==> config.mk <==
export PLATFORM = sky130hd
export DESIGN_NAME = qpr_queue
export DESIGN_NICKNAME = d
export VERILOG_FILES = /design/src/rtl/qpr_queue.sv
export SDC_FILE = /design/constraint.sdc
export NUM_CORES = 1
export LEC_CHECK = 0
export ABC_CLOCK_PERIOD_IN_PS = 2200
export BUFFER_PORTS_ARGS = -buffer_cell sky130_fd_sc_hd__buf_4
export CELL_PAD_IN_SITES_DETAIL_PLACEMENT = 1
export CELL_PAD_IN_SITES_GLOBAL_PLACEMENT = 1
export CORE_ASPECT_RATIO = 0.9
export CORE_MARGIN = 1
export CORE_UTILIZATION = 43
export CTS_CLUSTER_SIZE = 14
export DETAILED_ROUTE_END_ITERATION = 16
export PLACE_DENSITY = 0.85
export SLEW_MARGIN = 20
export SYNTH_ARGS = -nofsm -noshare
export SYNTH_HDL_FRONTEND = slang
export SYNTH_SLANG_ARGS = --single-unit
==> constraint.sdc <==
create_clock -name clk -period 2.2 [get_ports clk]
set_input_delay 0.22 -clock clk [delete_from_list [all_inputs] [get_ports clk]]
set_output_delay 0.22 -clock clk [all_outputs]
set_load 0.05 [all_outputs]
==> src/rtl/qpr_queue.sv <==
// Two-entry queue that parts the front end from the back end.
// Depends on nothing but its width parameter.
module qpr_queue #(
  parameter int W = 8
) (
  input  logic         clk,
  input  logic         rst,
  input  logic         wr_valid,
  output logic         wr_ready,
  input  logic [W-1:0] wr_data,
  output logic         rd_valid,
  input  logic         rd_take,
  output logic [W-1:0] rd_data
);

  logic [W-1:0] slot [2];
  logic         wp;
  logic         rp;
  logic [1:0]   cnt;
  logic         wr;
  logic         rd;

  assign wr_ready = (cnt != 2'd2);
  assign rd_valid = (cnt != 2'd0);
  assign rd_data  = slot[rp];
  assign wr       = wr_valid && wr_ready;
  assign rd       = rd_take && rd_valid;

  always_ff @(posedge clk) begin
    if (rst) begin
      wp  <= 1'b0;
      rp  <= 1'b0;
      cnt <= 2'd0;
    end else begin
      if (wr) begin
        wp <= ~wp;
      end
      if (rd) begin
        rp <= ~rp;
      end
      case ({wr, rd})
        2'b10:   cnt <= cnt + 2'd1;
        2'b01:   cnt <= cnt - 2'd1;
        default: cnt <= cnt;
      endcase
    end
  end

  always_ff @(posedge clk) begin
    if (wr) begin
      slot[wp] <= wr_data;
    end
  end

  a_take_only_when_valid: assert property (@(posedge clk) disable iff (rst)
    rd_take |-> rd_valid)
    else $error("queue read while empty");

  a_count_up: assert property (@(posedge clk) disable iff (rst)
    (wr && !rd) |=> cnt == $past(cnt) + 2'd1)
    else $error("queue count did not follow a lone write");

  a_count_down: assert property (@(posedge clk) disable iff (rst)
    (rd && !wr) |=> cnt == $past(cnt) - 2'd1)
    else $error("queue count did not follow a lone read");

  a_pointers: assert property (@(posedge clk) disable iff (rst)
    (cnt == 2'd0 || cnt == 2'd2) |-> wp == rp)
    else $error("queue pointers disagree with count");

endmodule

# Yosys cells after proc, flatten, opt, wreduce, memory -nomap -nowiden

Memories as Yosys holds them, arrays and structs flattened. A register that Yosys moved wholly into a read port is not among the register bits.
Index checks and enable logic that the tools add are counted.

Bits of input ports: 12
Word-level logic and storage cells: 20
Memories: 1
Register bits: 4
Memory bits (writable): 16
Output and inout bits: 10

Memory list:

| name | depth | bits a word | read ports | clocked after Yosys merged registers in | write ports | line | source |
|---|---|---|---|---|---|---|---|
| slot | 2     | 8           | 1          | 1                                       | 1           | 16   | `logic [W-1:0] slot [2];` |

Bitwise operators: 2
$add $sub $neg: 2
Equal/unequal tests: 3
Reduce and logical (&&, ||, !) cells: 4
Mux-type cells: 5

Operators with widths:

| kind                                                                  | count |
|---|---|
| 1-bit two-way mux                                                     | 4 |
| 2-bit case mux with 2 select lines                                    | 1 |
| 2-bit nonzero test                                                    | 2 |
| 2-bit by 1-bit adder with 2-bit output, second input constant         | 1 |
| 2-bit by 1-bit equality test with 1-bit output, second input constant | 1 |
| 2-bit equality test, second input constant                            | 1 |
| 1-bit logical AND                                                     | 2 |
| 2-bit inequality test, second input constant                          | 1 |
| 1-bit inverter                                                        | 2 |
| 2-bit by 1-bit subtractor with 2-bit output, second input constant    | 1 |

# Depth between registers and ports, before layout

Gate-level depths: netlist (run 1).

Depth after elaboration: 4
Mapped depth: 6
Depth with buffers taken out: 6

# Least setup slack after synthesis (run 1)

No wires, ideal clock.

Path type: register -> register
Start point: reg cnt[0]
End point: reg cnt[1]
Setup time: 70 ps
Arrival: 1,772 ps
Stages on the path, launching flop included: 6
Data required time: 2,130 ps
Clock period less this slack: 1,842 ps
Path buffers: 0
Setup slack: 358 ps
Cells stage by stage: dfxtp_1 -> nand2b_1 -> nand2_1 -> ha_1 -> or3_1 -> a21oi_1

Cells in the longest elaborated chain, start to end: 4
Elaborated cells on any way between the ends: 10
Those cells by class: add/sub (2); eq/ne (3); mux (1); reduce/logical (4)

RTL lines:

| element                                                                               | line | source |
|---|---|---|
| from (decl)                                                                           | 19   | `logic [1:0] cnt;` |
| from (signal assigned)                                                                | 42   | `2'b10: cnt <= cnt + 2'd1;` |
| from (signal assigned)                                                                | 43   | `2'b01: cnt <= cnt - 2'd1;` |
| from (signal assigned)                                                                | 44   | `default: cnt <= cnt;` |
| 2-bit inequality test (*)                                                             | 23   | `assign wr_ready = (cnt != 2'd2);` |
| via wr_ready                                                                          | 9    | `output logic wr_ready,` |
| 1-bit logical AND (*)                                                                 | 26   | `assign wr = wr_valid && wr_ready;` |
| 2-bit by 1-bit equality test with 1-bit output or 2-bit equality test (tied branches) | 41   | `case ({wr, rd})` |
| 2-bit case mux with 2 select lines or 2-bit nonzero test (tied branches)              | n/a  |  |

Mark *: on every way through the listed nets, which the timed path passes. The rest lies on a longest branch.
A chain may end at the register's enable or synchronous reset.

# Worst setup path after layout (run 1)

Start point: reg cnt[0]
End point: reg cnt[1]

Cells in the longest elaborated chain, start to end: 4
Elaborated cells on any way between the ends: 10
Those cells by class: add/sub (2); eq/ne (3); mux (1); reduce/logical (4)

RTL lines:

| element                                                                               | line |
|---|---|
| 2-bit inequality test or 2-bit nonzero test (tied branches)                           | 23, 24 |
| 1-bit logical AND, on equally long branches                                           | 26, 27 |
| 2-bit by 1-bit equality test with 1-bit output or 2-bit equality test (tied branches) | 41 |
| 2-bit case mux with 2 select lines or 2-bit nonzero test (tied branches)              | n/a |

Several ways; a longest one is shown, not always the timed one.

==> results of run 1 <==
routing by layer:
| layer | vias up | share of wire [%] | GRT usage [%] |
|---|---|---|---|
| li1 | 227 | - | - |
| met1 | 222 | 43 | 19.8 |
| met2 | 14 | 50 | 25.5 |
| met3 | 5 | 4.9 | 2.98 |
| met4 | 0 | 2.1 | 6.86 |
| met5 | - | 0 | 0 |
path summary, 6_finish.rpt:
path	depth (start not counted)	end	slack (ps)	from
worst max register to register	5	cnt[1]$_SDFFE_PP0P_	530	cnt[0]$_SDFFE_PP0P_
worst max-delay path	5	cnt[1]$_SDFFE_PP0P_	530	cnt[0]$_SDFFE_PP0P_
worst min register to register	2	flop	550	rp$_SDFFE_PP0P_
worst min-delay path	1	slot[1][0]$_DFFE_PP_	90	wr_data[0]
cell usage in the layout, fill, tap and decap left out:
cell | Yosys | layout
clkbuf_4 | 0 | 3
a21oi_1 | 2 | 2
and3_1 | 1 | 1
mux2_2 | 8 | 8
xor2_1 | 1 | 1
nand2_1 | 1 | 1
clkbuf_1 | 0 | 1
inv_1 | 1 | 1
buf_4 | 0 | 21
nand3b_1 | 1 | 1
ha_1 | 1 | 1
edfxtp_1 | 16 | 16
xnor2_1 | 2 | 2
o21ai_0 | 1 | 1
or2_2 | 1 | 1
a21bo_2 | 1 | 1
or3_1 | 1 | 1
nand2b_1 | 1 | 1
nor2_1 | 3 | 3
dfxtp_1 | 5 | 5
o21a_1 | 1 | 1
logic make-up after synthesis:
| kind of cell | share of synthesized area [%] |
|---|---|
| mux | 11.3 |
| fa+ha+maj | 1.57 |
| flops | 72.7 |
| simple gates | 5.96 |
| compound gates | 4.08 |
| xor+xnor | 3.29 |
| buf+inv | 1.10 |
critical path: cells and delay by family (launching register included):
family / cells / cell delay (ps)
flip-flops: 1 / 430
AO/OA/AOI/OAI: 1 / 150
adder cells (fa/ha/maj): 1 / 330
AND/OR/NAND/NOR: 3 / 700
power breakdown:
group | leakage [µW] | switching, µW | internal, µW | total (µW)
logic | 0.000187 | 398 | 228 | 626
registers | 0.000191 | 59.9 | 510 | 570
clock network | 0.0000150 | 107 | 70.7 | 178
registers in the layout, summed over array words and instances (netlist names), named ones only:
register	count
slot	16
rp	1
cnt	2
wp	1
metrics by stage:
step | cell area (µm²) | std cells | power, µW
after floorplan | 798 | 49 | 1030
after global placement | 981 | 93 | 1180
after detailed placement | 981 | 93 | 1210
after CTS | 1010 | 97 | 1380
after global routing | 1010 | 97 | 1430
final | 1010 | 97 | 1370
final cells by class:
class                           count  area [µm²]  share of cell area (%)
Timing Repair Buffer               21         158                    15.7
Multi-Input combinational cell     26         209                    20.7
Tap cell                           24        30.0                    2.98
Inverter                            1        3.75                   0.373
Clock buffer                        4        26.3                    2.61
Sequential cell                    21         581                    57.6
==> out/metrics.cfg, run 1 <==
[timing]
setup_viol = 0
relSlewSlack_pct = 75.2
slew_viol_final = 0
min_period_over_period_pct = 75.8
finalWorstSetupSlack_ps = 532
period_needed_ps = 1670
hold_viol_final = 0
holdWs_ps = 92.9
worst_pin_slew_ps = 372
rsz0062_at_grt = no
finalClockSkew_ps = 6.34
final.setup.tns_ps = 0
fmax_mhz = 599

[placement]
place_worst_setup_slack_ps = 551
hpwlAfterDp_mm = 1.00
numPortBuffers = 21
gp_congestion = 0.647

[yosys]
ys_top_cells_by_count = 16 x edfxtp_1, 8 x mux2_2, 5 x dfxtp_1
yosysMostFrequentCell = edfxtp_1
ys_seq_elements = 21
synth_top_area_cell = edfxtp_1
netlist.area_leader.share_pct = 60.2
syn_area_um2 = 798
ys_seq_area_share_pct = 72.7
synth-edff-count = 16
synth_cell_types = 19
syn_avg_cell_area_um2 = 16.3
ys.flop_type = edfxtp_1
synth_top_cells_by_area = edfxtp_1 60%, dfxtp_1 13%, mux2_2 11%
synth_nets = 62
synth-async-reset-ratio_pct = 0
yosys_warnings = 0
postSynthCellCount = 49

[global_route]
grt_pass1_vias = 473
grt_max_degree = 12
grt_util_all_layers_pct = 15.7
antenna_found_initial = 0
gr-total-overflow = 0
grt_pass1_wl_mm = 2.15

[worst_setup_path]
crit_slowest_cell = dfxtp_1
critPathLaunchType = flop
crit_chain = nand2b_1, nand2_1, ha_1, or3_1, a21oi_1
criticalPathCategory = flop to flop
slowest_delay_ps = 430
end_kind = flop
cp.arrival_ps = 1910
crit_required_ps = 2440
crit_fanout = 5

[clocking]
htreeDepth = 1
clock_latency_ps = 300
cts.path.max_buffers = 2
cts_resized = 0
cts-buffers-inserted = 3
postCtsSetupRepairBufs = 0
cts.sinks = 21
clkTransAtPathRegs_ps = 110
cts_hold_buf = 0
clock-root-buffer = clkbuf_4
cts_tree = done

[cells_and_area]
fillers = 177
finalNetCount = 87
drive_gt1_share_pct = 46.6
area_growth_pct = 26.2
fin_util_pct = 59.3
n_antenna_cell = 0

[detailed_routing]
dr.pass1.iters = 2
viasPerCell = 4.82
drt_wl_total_mm = 1.35
antenna_left = 0
drcViolationCount = 0
num_vias = 468
drt_iter0_markers = 1
post_drt_wl_per_cell_um = 13.9

[floorplan]
fp-row-count = 14
die_area_um2 = 2030
die_w_um = 47.4
coreArea_um2 = 1700
io_pins = 22
chipHeight_um = 42.9
start_util_pct = 47.0

[pwr]
power_density_nw_per_um2 = 1360
ir_drop_v = 0.000745
leakage_uw = 0.000393

[worst_hold_path]
min_path_type = input pin to flop

[status]
status = finished, final reports clean

[flow_run]
max-cap-violations = 0

Note: power is estimated with default switching activity, not from simulation.
==> run 2, diff against run 1 <==
--- a/config.mk
+++ b/config.mk
@@ -5,16 +5,16 @@
 export SDC_FILE = /design/constraint.sdc
 export NUM_CORES = 1
 export LEC_CHECK = 0
-export ABC_CLOCK_PERIOD_IN_PS = 2200
+export ABC_CLOCK_PERIOD_IN_PS = 1500
 export BUFFER_PORTS_ARGS = -buffer_cell sky130_fd_sc_hd__buf_4
 export CELL_PAD_IN_SITES_DETAIL_PLACEMENT = 1
 export CELL_PAD_IN_SITES_GLOBAL_PLACEMENT = 1
 export CORE_ASPECT_RATIO = 0.9
 export CORE_MARGIN = 1
-export CORE_UTILIZATION = 43
+export CORE_UTILIZATION = 36
 export CTS_CLUSTER_SIZE = 14
 export DETAILED_ROUTE_END_ITERATION = 16
-export PLACE_DENSITY = 0.85
+export PLACE_DENSITY = 0.77
 export SLEW_MARGIN = 20
 export SYNTH_ARGS = -nofsm -noshare
 export SYNTH_HDL_FRONTEND = slang
==> constraint.sdc (replaced) <==
create_clock -name clk -period 1.5 [get_ports clk]
set_input_delay 0.15 -clock clk [delete_from_list [all_inputs] [get_ports clk]]
set_output_delay 0.15 -clock clk [all_outputs]
set_load 0.05 [all_outputs]
==> run 2 against run 1 <==
Clock skew decreased by 4.1 ps. Critical path type is now flop to output pin. Sequential power grew 49%. Cell count up 2.1%. Combinational power is 56% higher. Largest power group unchanged. Setup slack worse by 450 ps. Wire length up 0.37%. Highest routed layer unchanged.
==> out/metrics.cfg, run 2 (same netlist as run 1, synthesis figures left out) <==
[global_route]
grt_pass1_wl_mm = 2.10
grt_max_degree = 13
grt_pass1_vias = 495
gr-total-overflow = 0
grt_util_all_layers_pct = 12.6
antenna_found_initial = 0

[worst_setup_path]
slowest_delay_ps = 360
critPathLaunchType = flop
crit_slowest_cell = dfxtp_4
end_kind = output pin
crit_chain = buf_4, or2_2, buf_4
crit_required_ps = 1350
cp.arrival_ps = 1270
criticalPathCategory = flop to output pin
crit_fanout = 3
crit_top_cell = buf_4

[cells_and_area]
top_register = slot
fin_util_pct = 52.1
reg_top3 = slot x16, cnt x2
largest_reg_flops = 16
finalNetCount = 88
drive_gt1_share_pct = 55.4
multiInputGateArea_um2 = 229
area_growth_pct = 31.0
mostFrequentLayoutCells = 22 x buf_4, 16 x edfxtp_1, 8 x mux2_2, 3 x nor2_1, 3 x clkbuf_4
seqCellArea_um2 = 589
mostFrequentLayoutCell = buf_4
fillers = 219
n_antenna_cell = 0

[pwr]
leakage_uw = 0.000405
pwr-share-clk_pct = 12.5
switching_share_pct = 40.4
p_int_uw = 1250
power_density_nw_per_um2 = 2000
sequentialPowerShare_pct = 40.7
ir_drop_v = 0.00151
p_comb_share_pct = 46.8
switching_power_uw = 844

[timing]
finalWorstSetupSlack_ps = 79.8
min_period_over_period_pct = 94.7
rsz0062_at_grt = no
relSlewSlack_pct = 74.5
finalClockSkew_ps = 2.20
slew_viol_final = 0
setup_viol = 0
fmax_mhz = 704
final.setup.tns_ps = 0
worst_pin_slew_ps = 383
hold_viol_final = 0
period_needed_ps = 1420

[clocking]
clock-root-buffer = clkbuf_4
clock_latency_ps = 300
cts.sinks = 21
cts-buffers-inserted = 3
cts_tree = done
htreeDepth = 1
clkTransAtPathRegs_ps = 110
cts_hold_buf = 0
cts.path.max_buffers = 2

[detailed_routing]
post_drt_wl_per_cell_um = 13.7
dr.pass1.iters = 1
antenna_left = 0
drt_wl_total_mm = 1.36
drcViolationCount = 0
num_vias = 479
viasPerCell = 4.84
drt_iter0_markers = 0

[flow_run]
max-cap-violations = 0

[floorplan]
fp-row-count = 15
coreArea_um2 = 2010
die_area_um2 = 2410
start_util_pct = 39.8
die_w_um = 51.6
chipHeight_um = 46.7
io_pins = 22

[placement]
place_worst_setup_slack_ps = -7.22
gp_congestion = 0.637
hpwlAfterDp_um = 995
numPortBuffers = 21

[worst_hold_path]
min_path_type = input pin to flop

[status]
status = finished, final reports clean

[run 2: repair_timing]
item / in CTS / in global routing
endpoints found under the setup margin: 9 / 9
pin swaps: 1 / 2
buffers inserted: 1 / 0
resized for setup: 3 / 2
[run 2: layout make-up]
class	count	share of cell area, %
Clock buffer	3	2.15
Clock inverter	1	0.478
Inverter	1	0.359
Multi-Input combinational cell	26	21.9
Sequential cell	21	56.3
Tap cell	25	2.99
Timing Repair Buffer	22	15.8
[run 2: stage by stage]
step / power (µW) / std cells / hold WS [ps] / area, µm²
3_5_place_dp: 1790 / 94 / 339 / 991
5_1_grt: 2200 / 99 / 0.516 / 1050
4_1_cts: 2080 / 99 / 13.0 / 1030
3_3_place_gp: 1760 / 94 / 336 / 991
2_1_floorplan: 1530 / 49 / 215 / 807
6_report: 2090 / 99 / 25.1 / 1050
[run 2: power groups by stage]
stage | sequential (µW) | clock [µW] | combinational (µW)
3_5_place_dp | 863 | 0 | 922
4_1_cts | 847 | 276 | 960
5_1_grt | 867 | 301 | 1040
6_report | 850 | 260 | 979
3_3_place_gp | 851 | 0 | 908
2_1_floorplan | 810 | 0 | 723
[run 2: per-layer routing]
layer	GRT usage, %	wire (µm)
met4	4.86	14
met2	22.9	716
met3	5.28	82
met5	0	0
met1	13.1	545
[run 2: final timing paths]
path | start | end | slack [ps] | cells after the start
worst max-delay path | cnt[0]$_SDFFE_PP0P_ | rd_valid | 80 | 3
worst min-delay path | wr_data[7] | slot[1][7]$_DFFE_PP_ | 30 | 1
worst max register to register | cnt[0]$_SDFFE_PP0P_ | cnt[1]$_SDFFE_PP0P_ | 90 | 5
worst min register to register | cnt[1]$_SDFFE_PP0P_ | cnt[1]$_SDFFE_PP0P_ | 530 | 2
[run 2: worst max-delay path, delay by kind of cell, from the launching register on]
kind | cells | cell delay [ps]
buffers and inverters | 2 | 330
flip-flops | 1 | 360
AND/OR/NAND/NOR | 1 | 270
==> run 3, diff against run 2 <==
--- a/config.mk
+++ b/config.mk
@@ -5,16 +5,16 @@
 export SDC_FILE = /design/constraint.sdc
 export NUM_CORES = 1
 export LEC_CHECK = 0
-export ABC_CLOCK_PERIOD_IN_PS = 1500
 export BUFFER_PORTS_ARGS = -buffer_cell sky130_fd_sc_hd__buf_4
 export CELL_PAD_IN_SITES_DETAIL_PLACEMENT = 1
 export CELL_PAD_IN_SITES_GLOBAL_PLACEMENT = 1
 export CORE_ASPECT_RATIO = 0.9
 export CORE_MARGIN = 1
-export CORE_UTILIZATION = 36
+export CORE_UTILIZATION = 38
+export CTS_BUF_LIST = sky130_fd_sc_hd__clkbuf_4 sky130_fd_sc_hd__clkbuf_8
 export CTS_CLUSTER_SIZE = 14
 export DETAILED_ROUTE_END_ITERATION = 16
-export PLACE_DENSITY = 0.77
+export PLACE_DENSITY = 0.8
 export SLEW_MARGIN = 20
 export SYNTH_ARGS = -nofsm -noshare
 export SYNTH_HDL_FRONTEND = slang
==> run 3 against run 2 <==
Fmax shrank 1.6%. Register-to-register slack lost 30 ps. Clock power is essentially flat. Sequential power grew 0.6%. Worst hold slack gained 4.9 ps. Setup slack lost 23 ps. Core utilization grew 1.5 points. Via count shrank 2.9%. Combinational power shrank 0.6%. Total power shrank 0.21%. First-iteration DRC count grew 5. Sequential share of layout area is the same. Critical path type is now flop to flop.
==> out/metrics.cfg, run 3 (same netlist as run 1, synthesis figures left out) <==
[pwr]
power_density_nw_per_um2 = 1990
ir_drop_v = 0.00122
p_total_uw = 2090
leakage_uw = 0.000405

[worst_setup_path]
end_kind = flop
crit_fanout = 5
crit_slowest_cell = dfxtp_4
criticalPathCategory = flop to flop
cp_num_buf_inv = 0
crit_required_ps = 1720
cp_top_family = simple AND/OR/NAND/NOR gates
cp.arrival_ps = 1670
slowest_delay_ps = 380
crit_chain = nand2b_4, nand2_1, ha_4, xnor2_1, or3_1, a21oi_1
critPathLaunchType = flop
r2r_setup_slack_ps = 60

[timing]
rsz0062_at_grt = yes
worst_pin_slew_ps = 412
hold_viol_final = 0
holdWs_ps = 30.0
relSlewSlack_pct = 72.5
finalClockSkew_ps = 6.62
setup_viol = 0
fmax_mhz = 693
final.setup.tns_ps = 0
slew_viol_final = 0
min_period_over_period_pct = 96.2
period_needed_ps = 1440

[clocking]
clkTransAtPathRegs_ps = 110
htreeDepth = 1
cts_hold_buf = 0
cts.sinks = 21
clock-root-buffer = clkbuf_4
cts_tree = done
cts.path.max_buffers = 2
cts-buffers-inserted = 3
clock_latency_ps = 300

[cells_and_area]
mostFrequentLayoutCells = 22 x buf_4, 16 x edfxtp_1, 8 x mux2_2, 3 x nor2_1, 3 x clkbuf_4
fin_util_pct = 53.6
area_growth_pct = 31.0
drive_gt1_share_pct = 55.4
reg_top3 = slot x16, cnt x2
multiInputGateArea_um2 = 229
seqCellArea_um2 = 589
largest_reg_flops = 16
fillers = 208
top_register = slot
n_antenna_cell = 0
fin_cells = 99
mostFrequentLayoutCell = buf_4
finalNetCount = 88

[detailed_routing]
dr.pass1.iters = 4
viasPerCell = 4.70
post_drt_wl_per_cell_um = 14.0
num_vias = 465
drt_wl_total_mm = 1.38
drcViolationCount = 0
antenna_left = 0
drt_iter0_markers = 5

[floorplan]
die_area_um2 = 2290
die_w_um = 50.3
chipHeight_um = 45.5
fp-row-count = 15
coreArea_um2 = 1950
io_pins = 22
start_util_pct = 40.9

[placement]
gp_congestion = 0.647
numPortBuffers = 21
placed_cells = 94
hpwlAfterDp_um = 989

[worst_hold_path]
min_path_type = input pin to flop

[global_route]
grt_max_degree = 13
antenna_found_initial = 0
grt_pass1_wl_mm = 2.04
gr-total-overflow = 0
grt_util_all_layers_pct = 13.3
grt_pass1_vias = 455

[flow_run]
max-cap-violations = 0

[status]
status = finished, final reports clean

## run 3: cell counts in the layout (fill, tap and decap cells not counted)
No cell type changed its count.
## run 3: final timing paths
kind / cells after the start / start / end
worst max-delay path: 6 / cnt[0]$_SDFFE_PP0P_ / cnt[1]$_SDFFE_PP0P_
worst min-delay path: 1 / wr_data[3] / slot[0][3]$_DFFE_PP_
worst max register to register: 6 / cnt[0]$_SDFFE_PP0P_ / cnt[1]$_SDFFE_PP0P_
worst min register to register: 2 / rp$_SDFFE_PP0P_ / rp$_SDFFE_PP0P_
## run 3: cell type report
| type | instances | area share, % |
|---|---|---|
| clock buffers | 3 | 2.15 |
| flip-flops and latches | 21 | 56.3 |
| well taps | 25 | 2.99 |
| multi-input cells | 26 | 21.9 |
| repair buffers | 22 | 15.8 |
| inverters | 1 | 0.359 |
| clock inverters | 1 | 0.478 |
## run 3: layer usage
layer	global-route usage (%)	up-vias	share of wire, %
met1	15.5	216	43
met2	20.8	16	49
met5	0	-	0
met3	4.33	2	7.6
met4	10.0	0	1.0
li1	-	231	-
## run 3: metrics by stage
stage                     worst slack, ps  cell area (µm²)
after floorplan                      13.6              807
after global placement               75.0              991
after detailed placement             13.5              991
after CTS                            3.75             1020
after global routing                -12.2             1050
final                                56.4             1050
## run 3: power breakdown
part	total, µW	switching (µW)	internal (µW)
registers	855	87.6	767
logic	973	594	379
clock network	258	159	99.2
## run 3: timing repair
| action | in CTS | in global routing |
|---|---|---|
| endpoints found under the setup margin | 9 | 9 |
| gates resized for setup | 2 | 3 |
| pin swaps | 0 | 1 |
| setup buffers | 0 | 1 |
## run 3: worst reg2reg max path, cell delays in order, from the launching register on
cell and delay (ps):
dfxtp_4 380, nand2b_4 140, nand2_1 100, ha_4 170, xnor2_1 130, or3_1 300, a21oi_1 150
